[src/lms_pkg.sv]
// Shared types and codes for the lock motor sequencer.
`timescale 1ns / 1ps

package lms_pkg;

    // Sequencer phase
    typedef enum logic [1:0] {
        PH_IDLE    = 2'd0,
        PH_DRIVE   = 2'd1,
        PH_SETTLE  = 2'd2,
        PH_REVERSE = 2'd3
    } phase_t;

    // Input word kind codes
    localparam logic [1:0] KIND_TICK  = 2'd0;
    localparam logic [1:0] KIND_OPEN  = 2'd1;
    localparam logic [1:0] KIND_CLOSE = 2'd2;

    // Reply codes
    localparam logic [2:0] REPLY_NONE           = 3'd0;
    localparam logic [2:0] REPLY_OK             = 3'd1;
    localparam logic [2:0] REPLY_DOOR_OPEN      = 3'd2;
    localparam logic [2:0] REPLY_ALREADY_CLOSED = 3'd3;
    localparam logic [2:0] REPLY_ALREADY_OPEN   = 3'd4;

    // Configuration register indexes
    localparam int          CFG_INDEX_W           = 3;
    localparam int          CFG_DATA_W            = 12;
    localparam logic [2:0]  CFG_POLL_INTERVAL     = 3'd0;
    localparam logic [2:0]  CFG_CLOSE_SETTLE_TIME = 3'd1;
    localparam logic [2:0]  CFG_OPEN_SETTLE_TIME  = 3'd2;
    localparam logic [2:0]  CFG_DRIVE_TIMEOUT     = 3'd3;
    localparam logic [2:0]  CFG_REVERSE_PULSE     = 3'd4;

    // Configuration reset values
    localparam logic [9:0]  RST_POLL_INTERVAL     = 10'd100;
    localparam logic [11:0] RST_CLOSE_SETTLE_TIME = 12'd300;
    localparam logic [11:0] RST_OPEN_SETTLE_TIME  = 12'd400;
    localparam logic [11:0] RST_DRIVE_TIMEOUT     = 12'd3000;
    localparam logic [11:0] RST_REVERSE_PULSE     = 12'd100;

    // Configuration set handed to the control core
    typedef struct packed {
        logic [9:0]  poll_interval;
        logic [11:0] close_settle_time;
        logic [11:0] open_settle_time;
        logic [11:0] drive_timeout;
        logic [11:0] reverse_pulse_time;
    } cfg_t;

    // Input word
    typedef struct packed {
        logic [1:0] kind;
        logic       silent;
        logic       lock_is_open;
        logic       door_is_closed;
    } in_word_t;

    // Result word
    typedef struct packed {
        logic       drive_open;
        logic       drive_close;
        logic [2:0] reply;
        logic       busy_res;
        logic [1:0] phase_now;
    } out_word_t;

endpackage

[src/lms_core.sv]
// Sequencer state registers and the single-pass next-state and result logic.
`timescale 1ns / 1ps

module lms_core import lms_pkg::*; #(
    parameter int TIME_BITS = 12
) (
    input  logic      aclk,
    input  logic      aresetn,
    input  logic      step,
    input  in_word_t  in_word,
    input  cfg_t      cfg,
    output out_word_t result
);

    localparam int CW = (TIME_BITS > 12) ? TIME_BITS : 12;
    localparam int SW = ((TIME_BITS > 10) ? TIME_BITS : 10) + 1;
    localparam logic [CW-1:0] TMAX_C = CW'((1 << TIME_BITS) - 1);
    localparam logic [SW-1:0] TMAX_S = SW'((1 << TIME_BITS) - 1);
    localparam logic [TIME_BITS-1:0] TMAX_T = {TIME_BITS{1'b1}};

    phase_t               phase_reg, phase_next;
    logic                 closing_reg, closing_next;
    logic [TIME_BITS-1:0] elapsed_reg, elapsed_next;
    logic [9:0]           poll_reg, poll_next;
    logic [TIME_BITS-1:0] timer_reg, timer_next;
    logic [2:0]           reply;

    // Clamped configuration times
    logic [CW-1:0]        settle_w, rev_w, tout_w;
    logic [TIME_BITS-1:0] settle_c, rev_c, tout_c;
    logic [9:0]           interval;
    logic [9:0]           poll_inc;
    logic [SW-1:0]        elapsed_sum;
    logic [TIME_BITS-1:0] elapsed_new;
    logic [TIME_BITS-1:0] timer_inc;
    logic                 sensed;

    always_comb begin
        settle_w = closing_reg ? CW'(cfg.close_settle_time) : CW'(cfg.open_settle_time);
        settle_c = TIME_BITS'((settle_w > TMAX_C) ? TMAX_C : settle_w);
        rev_w    = CW'(cfg.reverse_pulse_time);
        rev_c    = TIME_BITS'((rev_w > TMAX_C) ? TMAX_C : rev_w);
        tout_w   = (cfg.drive_timeout == 12'd0) ? CW'(1) : CW'(cfg.drive_timeout);
        tout_c   = TIME_BITS'((tout_w > TMAX_C) ? TMAX_C : tout_w);
        interval = (cfg.poll_interval == 10'd0) ? 10'd1 : cfg.poll_interval;
        poll_inc = poll_reg + 10'd1;
        elapsed_sum = SW'(elapsed_reg) + SW'(interval);
        elapsed_new = TIME_BITS'((elapsed_sum > TMAX_S) ? TMAX_S : elapsed_sum);
        timer_inc = (timer_reg < TMAX_T) ? timer_reg + TIME_BITS'(1) : timer_reg;
        sensed   = closing_reg ? ~in_word.lock_is_open : in_word.lock_is_open;
    end

    // Next state
    always_comb begin
        phase_next   = phase_reg;
        closing_next = closing_reg;
        elapsed_next = elapsed_reg;
        poll_next    = poll_reg;
        timer_next   = timer_reg;
        reply        = REPLY_NONE;
        if (in_word.kind == KIND_TICK) begin
            case (phase_reg)
                PH_DRIVE: begin
                    poll_next = poll_inc;
                    if (poll_inc >= interval) begin
                        poll_next    = 10'd0;
                        elapsed_next = elapsed_new;
                        if (sensed) begin
                            timer_next = '0;
                            if (settle_c != '0) begin
                                phase_next = PH_SETTLE;
                            end else if (rev_c != '0) begin
                                phase_next = PH_REVERSE;
                            end else begin
                                phase_next = PH_IDLE;
                            end
                        end else if (elapsed_new >= tout_c) begin
                            timer_next = '0;
                            phase_next = (rev_c != '0) ? PH_REVERSE : PH_IDLE;
                        end
                    end
                end
                PH_SETTLE: begin
                    timer_next = timer_inc;
                    if (timer_inc >= settle_c) begin
                        timer_next = '0;
                        phase_next = (rev_c != '0) ? PH_REVERSE : PH_IDLE;
                    end
                end
                PH_REVERSE: begin
                    timer_next = timer_inc;
                    if (timer_inc >= rev_c) begin
                        phase_next = PH_IDLE;
                    end
                end
                default: begin
                end
            endcase
        end else if (phase_reg == PH_IDLE && in_word.kind == KIND_OPEN) begin
            if (in_word.lock_is_open) begin
                reply = REPLY_ALREADY_OPEN;
            end else begin
                reply        = REPLY_OK;
                phase_next   = PH_DRIVE;
                closing_next = 1'b0;
                elapsed_next = '0;
                poll_next    = 10'd0;
                timer_next   = '0;
            end
        end else if (phase_reg == PH_IDLE && in_word.kind == KIND_CLOSE) begin
            if (!in_word.door_is_closed) begin
                reply = REPLY_DOOR_OPEN;
            end else if (!in_word.lock_is_open) begin
                reply = REPLY_ALREADY_CLOSED;
            end else begin
                reply        = REPLY_OK;
                phase_next   = PH_DRIVE;
                closing_next = 1'b1;
                elapsed_next = '0;
                poll_next    = 10'd0;
                timer_next   = '0;
            end
        end
    end

    // Result word from the updated state
    always_comb begin
        result.reply     = in_word.silent ? REPLY_NONE : reply;
        result.busy_res  = (phase_next != PH_IDLE);
        result.phase_now = phase_next;
        case (phase_next)
            PH_DRIVE, PH_SETTLE: begin
                result.drive_close = closing_next;
                result.drive_open  = ~closing_next;
            end
            PH_REVERSE: begin
                result.drive_open  = closing_next;
                result.drive_close = ~closing_next;
            end
            default: begin
                result.drive_open  = 1'b0;
                result.drive_close = 1'b0;
            end
        endcase
    end

    // State registers, updated once per accepted word
    always_ff @(posedge aclk) begin
        if (!aresetn) begin
            phase_reg   <= PH_IDLE;
            closing_reg <= 1'b0;
            elapsed_reg <= '0;
            poll_reg    <= 10'd0;
            timer_reg   <= '0;
        end else if (step) begin
            phase_reg   <= phase_next;
            closing_reg <= closing_next;
            elapsed_reg <= elapsed_next;
            poll_reg    <= poll_next;
            timer_reg   <= timer_next;
        end
    end

endmodule

[src/lock_motor_sequencer.sv]
// Top level of the lock motor sequencer: config registers, handshake and result register.
//
//  channel | ports                          | word
//  --------+--------------------------------+------------
//  input   | s_valid s_ready s_data         | in_word_t
//  result  | m_valid m_ready m_data         | out_word_t
//  config  | cfg_we cfg_index cfg_wdata     | 12-bit data
//
// Each input word's state update and result are one pass of logic into the result
// register, so one word per cycle is accepted while the result side does not stall.
// A word is taken whenever the result register is empty or is being drained.
// Reset (aresetn low, synchronous) restores the register defaults and idles.
// A stalled result holds m_data; s_ready stays high while it is being taken.
`timescale 1ns / 1ps

module lock_motor_sequencer import lms_pkg::*; #(
    parameter int TIME_BITS = 12
) (
    input  logic                   aclk,
    input  logic                   aresetn,
    input  logic                   s_valid,
    output logic                   s_ready,
    input  in_word_t               s_data,
    output logic                   m_valid,
    input  logic                   m_ready,
    output out_word_t              m_data,
    input  logic                   cfg_we,
    input  logic [CFG_INDEX_W-1:0] cfg_index,
    input  logic [CFG_DATA_W-1:0]  cfg_wdata
);

    cfg_t      cfg_reg;
    logic      m_valid_reg;
    out_word_t m_data_reg;
    out_word_t result;
    logic      step;

    assign s_ready = ~m_valid_reg | m_ready;
    assign step    = s_valid & s_ready;
    assign m_valid = m_valid_reg;
    assign m_data  = m_data_reg;

    // Configuration writes
    always_ff @(posedge aclk) begin
        if (!aresetn) begin
            cfg_reg.poll_interval      <= RST_POLL_INTERVAL;
            cfg_reg.close_settle_time  <= RST_CLOSE_SETTLE_TIME;
            cfg_reg.open_settle_time   <= RST_OPEN_SETTLE_TIME;
            cfg_reg.drive_timeout      <= RST_DRIVE_TIMEOUT;
            cfg_reg.reverse_pulse_time <= RST_REVERSE_PULSE;
        end else if (cfg_we) begin
            case (cfg_index)
                CFG_POLL_INTERVAL:     cfg_reg.poll_interval      <= cfg_wdata[9:0];
                CFG_CLOSE_SETTLE_TIME: cfg_reg.close_settle_time  <= cfg_wdata;
                CFG_OPEN_SETTLE_TIME:  cfg_reg.open_settle_time   <= cfg_wdata;
                CFG_DRIVE_TIMEOUT:     cfg_reg.drive_timeout      <= cfg_wdata;
                CFG_REVERSE_PULSE:     cfg_reg.reverse_pulse_time <= cfg_wdata;
                default: begin
                end
            endcase
        end
    end

    lms_core #(
        .TIME_BITS (TIME_BITS)
    ) u_core (
        .aclk    (aclk),
        .aresetn (aresetn),
        .step    (step),
        .in_word (s_data),
        .cfg     (cfg_reg),
        .result  (result)
    );

    // Result register
    always_ff @(posedge aclk) begin
        if (!aresetn) begin
            m_valid_reg <= 1'b0;
        end else if (step) begin
            m_valid_reg <= 1'b1;
        end else if (m_ready) begin
            m_valid_reg <= 1'b0;
        end
    end

    always_ff @(posedge aclk) begin
        if (step) begin
            m_data_reg <= result;
        end
    end

endmodule

[config.mk]
export PLATFORM = sky130hd
export DESIGN_NAME = lock_motor_sequencer
export DESIGN_NICKNAME = d
export VERILOG_FILES = /design/src/lms_pkg.sv /design/src/lms_core.sv /design/src/lock_motor_sequencer.sv
export SDC_FILE = /design/constraint.sdc
export NUM_CORES = 1
export LEC_CHECK = 0
export BUFFER_PORTS_ARGS = -buffer_cell sky130_fd_sc_hd__buf_2
export CAP_MARGIN = 40
export CORE_MARGIN = 3
export CORE_UTILIZATION = 47
export CTS_BUF_LIST = sky130_fd_sc_hd__clkbuf_8
export CTS_CLUSTER_DIAMETER = 150
export DETAILED_ROUTE_END_ITERATION = 10
export PLACE_DENSITY = 0.75
export SYNTH_ARGS = -nofsm -noshare
export SYNTH_HDL_FRONTEND = slang
export SYNTH_SLANG_ARGS = --single-unit
[constraint.sdc]
create_clock -name aclk -period 6.9 [get_ports aclk]
set_clock_uncertainty 0.05 [all_clocks]
set_input_delay 0.345 -clock aclk [delete_from_list [all_inputs] [get_ports aclk]]
set_output_delay 0.345 -clock aclk [all_outputs]
set_load 0.02 [all_outputs]
==> key figures <==
Layout
  – Max reg flops: 58
  – Share of layout cells above drive strength 1: 9.66%
  – NumNets Final: 859
  – N_diodes: 0
  – Area Growth Syn to Fin: 6.94%
  – Core Util, Final: 52.8%

Worst setup path
  – Worst reg2reg path depth: 20
  – Bufs and invs on worst path: 1
  – FF-to-FF Start: cfg_reg[57]$_SDFFE_PN0P_
  – Delay of the slowest critical-path stage: ~0.67 ns
  – CP Cell Sequence: nor3_1, a41o_1, ha_1, inv_1, fa_1, nor2b_4, o31a_1, o21a_1, o41a_4, a211oi_2, mux2_2, ha_1, a21oi_1, nand2_1, a221oi_1, a41oi_1, a41oi_1, o21ai_0, ha_1, mux2_2
  – Critical path type: reg2reg
  – Cell mode on critical path: ha_1
  – CP max-delay cell: a221oi_1
  – R2R Setup Slk: ~1.2 ns
  – Top fanout value on the critical path: 6
  – Critical path data arrival time: 5.78 ns
  – Top delay family on crit path: compound AO/OA/AOI/OAI gates
  – Worst flop-to-flop path endpoint: m_data[6]$_DFFE_PP_
  – Crit end category: flip-flop
  – Critical path launch point type: flip-flop
  – WP data required: 7.00 ns

Clock tree
  – Resized cells post-CTS: 0
  – Hold_buf cts: 0
  – Clock Path Buffers: 2
  – CTS Buf Count: 9
  – Setup Fix Bufs, Post-CTS: 0
  – H-tree depth: 3
  – CTS root buffer: clkbuf_8
  – Clk sinks: 104
  – Clock transition at path regs: around 0.1 ns
  – CTS tree: done
  – Worst skew pair latency: approximately 0.4 ns

Placed design
  – Dpl hpwl: 11500 um
  – IO Port Bufs: 34
  – GPL Wtd Cong: 0.900

Worst hold path
  – Sink of the worst hold path: m_valid$_SDFFE_PN0P_
  – Hold Startpoint: s_valid
  – Min-delay worst type: in2reg
  – Hold Path Stages: 3

Yosys
  – Cell variety after synth: 70
  – Share of the synthesized area in the top cell type: a little under a third
  – Seq/Total Area, Yosys: 33.9%
  – Yosys top cell by area: dfxtp_1
  – Syn Std Cell Area: 0.00639 mm^2
  – Leading post-synthesis cells by cell area: dfxtp_1, ha_1, nand2_1
  – YS warnings: 0
  – Avg Inst Size Synth: between 8 and 9 um^2
  – Top FF cell, synth: dfxtp_1
  – Mapped Nets: 847
  – Asr flop ratio synth: 0%
  – Cells after synthesis: 759
  – Number of synthesized flops with an enable pin: 8
  – Yosys reg bits: 104

Timing
  – Max-slew violation count: 0
  – Final min period: 5.69 ns
  – Crit share post-route: around 80%
  – Setup Total Neg Slack: 0 ns
  – Final Hold Vio Count: 0
  – Slew @ Worst Pin: 0.928 ns
  – Unrepaired setup endpoints after global routing: no
  – Setup violators final: 0
  – Slew margin rel.: 37.2%
  – Max frequency: 176 MHz

Routing
  – Post-route ant nets: 0
  – Number of DRC markers in iteration 0: 379
  – DRC errors left: 0
  – WL final: 15200 um
  – Met3 wire length: 726 um
  – Met2 WL post-DR: 7000 um
  – Routed len/inst: roughly 16 um
  – M1 wire length: slightly above 7000 um
  – Via count: about 5400
  – Uppermost layer routed: met4
  – Detail-routed via count per cell: 5.68
  – Pre-Repair DR Iteration Count: 5

Floorplan
  – Core footprint: 0.0129 mm^2
  – Std-Cell Rows: 41
  – Die Ht: 123 um
  – I/O Pins: 35
  – Die area: 0.0150 mm^2
  – Die width: around 120 um
  – Initial Utilization: 49.4%

Power and ir drop
  – Peak supply drop: roughly 0.00012 V
  – Clk pwr share: 34.2%
  – Pwr dens: 165 mW/mm^2
  – P_sw: 0.320 mW
  – Flop pwr share: 56.1%
  – Pint: 0.803 mW
  – Sw Ratio: 28.5%
  – Leak: between 2 and 3 nW
  – Combinational share of power: about a tenth

Global routing
  – Congestion Overflow GR: 0
  – Vias in the first global route: 4899
  – Tot GR Track Use: 20.8%
  – Largest net degree at the start of global routing: between 50 and 60
  – First-pass GRT wire length: 24700 um
  – Number of antenna violations at the first check in global routing: 0

Job
  – Maxcap violations: 0

Status
  – Status: completed
## how the worst max path moves through the flow
stage,endpoint,startpoint,depth (start not counted)
finish,m_data[6]$_DFFE_PP_,cfg_reg[57]$_SDFFE_PN0P_,20
global route,m_data[7]$_DFFE_PP_,cfg_reg[56]$_SDFFE_PN0P_,20
CTS,m_data[6]$_DFFE_PP_,cfg_reg[57]$_SDFFE_PN0P_,20
detailed placement,m_data[6]$_DFFE_PP_,cfg_reg[56]$_SDFFE_PN0P_,20
global placement,m_data[6]$_DFFE_PP_,cfg_reg[57]$_SDFFE_PN0P_,20
floorplan,m_data[6]$_DFFE_PP_,cfg_reg[57]$_SDFFE_PN0P_,20
## area by class of cell
class	count	area [um^2]
clock buffers	9	124
clock inverters	7	72.6
fillers	1279	6100
inverters	45	169
multi-input cells	571	3850
flip-flops and latches	104	2160
well taps	172	215
repair buffers	40	235
## metal layers
layer | vias up | GRT usage (%)
met5 | - | 0
met4 | 0 | 5.11
met3 | 20 | 4.33
met2 | 132 | 33.8
met1 | 2532 | 28.3
li1 | 2705 | -
## cell usage after synthesis (4+ instances only)
library cell,number
nand2_1,137
dfxtp_1,96
ha_1,62
inv_1,45
a21boi_0,40
nor2_1,40
clkbuf_1,30
a21oi_1,27
nand3_1,23
o21ai_0,21
a22o_1,19
o211ai_1,16
xor2_1,15
mux2i_1,13
o21a_1,13
xnor2_1,13
nor3_1,11
nor2b_1,9
nor4_1,9
and3_1,8
edfxtp_1,8
nand2b_1,6
nand4_1,6
a211oi_1,5
a31oi_1,5
and2_1,5
mux2_2,5
o21ai_1,5
or3_1,5
a21o_1,4
## placed cells by master, fill, tap and decap left out, types with 15 or more instances in the layout
| cell type | count |
|---|---|
| nand3_1 | 23 |
| o211ai_1 | 16 |
| nand2_1 | 137 |
| a22o_1 | 19 |
| o21ai_0 | 21 |
| dfxtp_1 | 96 |
| a21oi_1 | 27 |
| buf_2 | 34 |
| ha_1 | 62 |
| inv_1 | 45 |
| a21boi_0 | 40 |
| nor2_1 | 40 |
| xor2_1 | 15 |
## worst reg2reg max path, cell delays in order (launching register included)
cell and delay, ns:
dfxtp_1 0.41, nor3_1 0.09, a41o_1 0.27, ha_1 0.22, inv_1 0.08, fa_1 0.22, nor2b_4 0.06, o31a_1 0.26
o21a_1 0.20, o41a_4 0.41, a211oi_2 0.28, mux2_2 0.37, ha_1 0.33, a21oi_1 0.15, nand2_1 0.07, a221oi_1 0.67
a41oi_1 0.22, a41oi_1 0.37, o21ai_0 0.14, ha_1 0.33, mux2_2 0.26
## stage by stage
stage | std cells | power, mW | setup WS [ns] | cell area (um^2) | hold WS, ns
after floorplan | 759 | 0.714 | 2.00 | 6390 | 0.389
after detailed placement | 932 | 0.753 | 1.34 | 6630 | 0.405
after global placement | 926 | 0.748 | 1.48 | 6570 | 0.400
after global routing | 948 | 1.17 | 0.970 | 6830 | 0.128
after CTS | 948 | 1.14 | 1.32 | 6830 | 0.121
final | 948 | 1.12 | 1.21 | 6830 | 0.142
## power groups by stage
stage               logic (mW)  registers (mW)  clock network, mW
finish                   0.110           0.630              0.384
global route             0.123           0.632              0.418
CTS                      0.109           0.630              0.397
detailed placement       0.109           0.644                  0
global placement         0.103           0.644                  0
floorplan               0.0684           0.646                  0
## logic make-up (layout without fill, tap and decap cells)
group                    Yosys count  after routing  synth area share [%]
AO/OA/AOI/OAI                    189            189                  21.6
XOR/XNOR                          28             28                  3.84
adder cells (fa/ha/maj)           63             63                  12.5
buffers and inverters             84            101                  5.84
flip-flops                       104            104                  33.9
multiplexers                      18             18                  2.92
AND/OR/NAND/NOR                  273            273                  19.5
No activity file was read; power rests on OpenSTA's default activity.
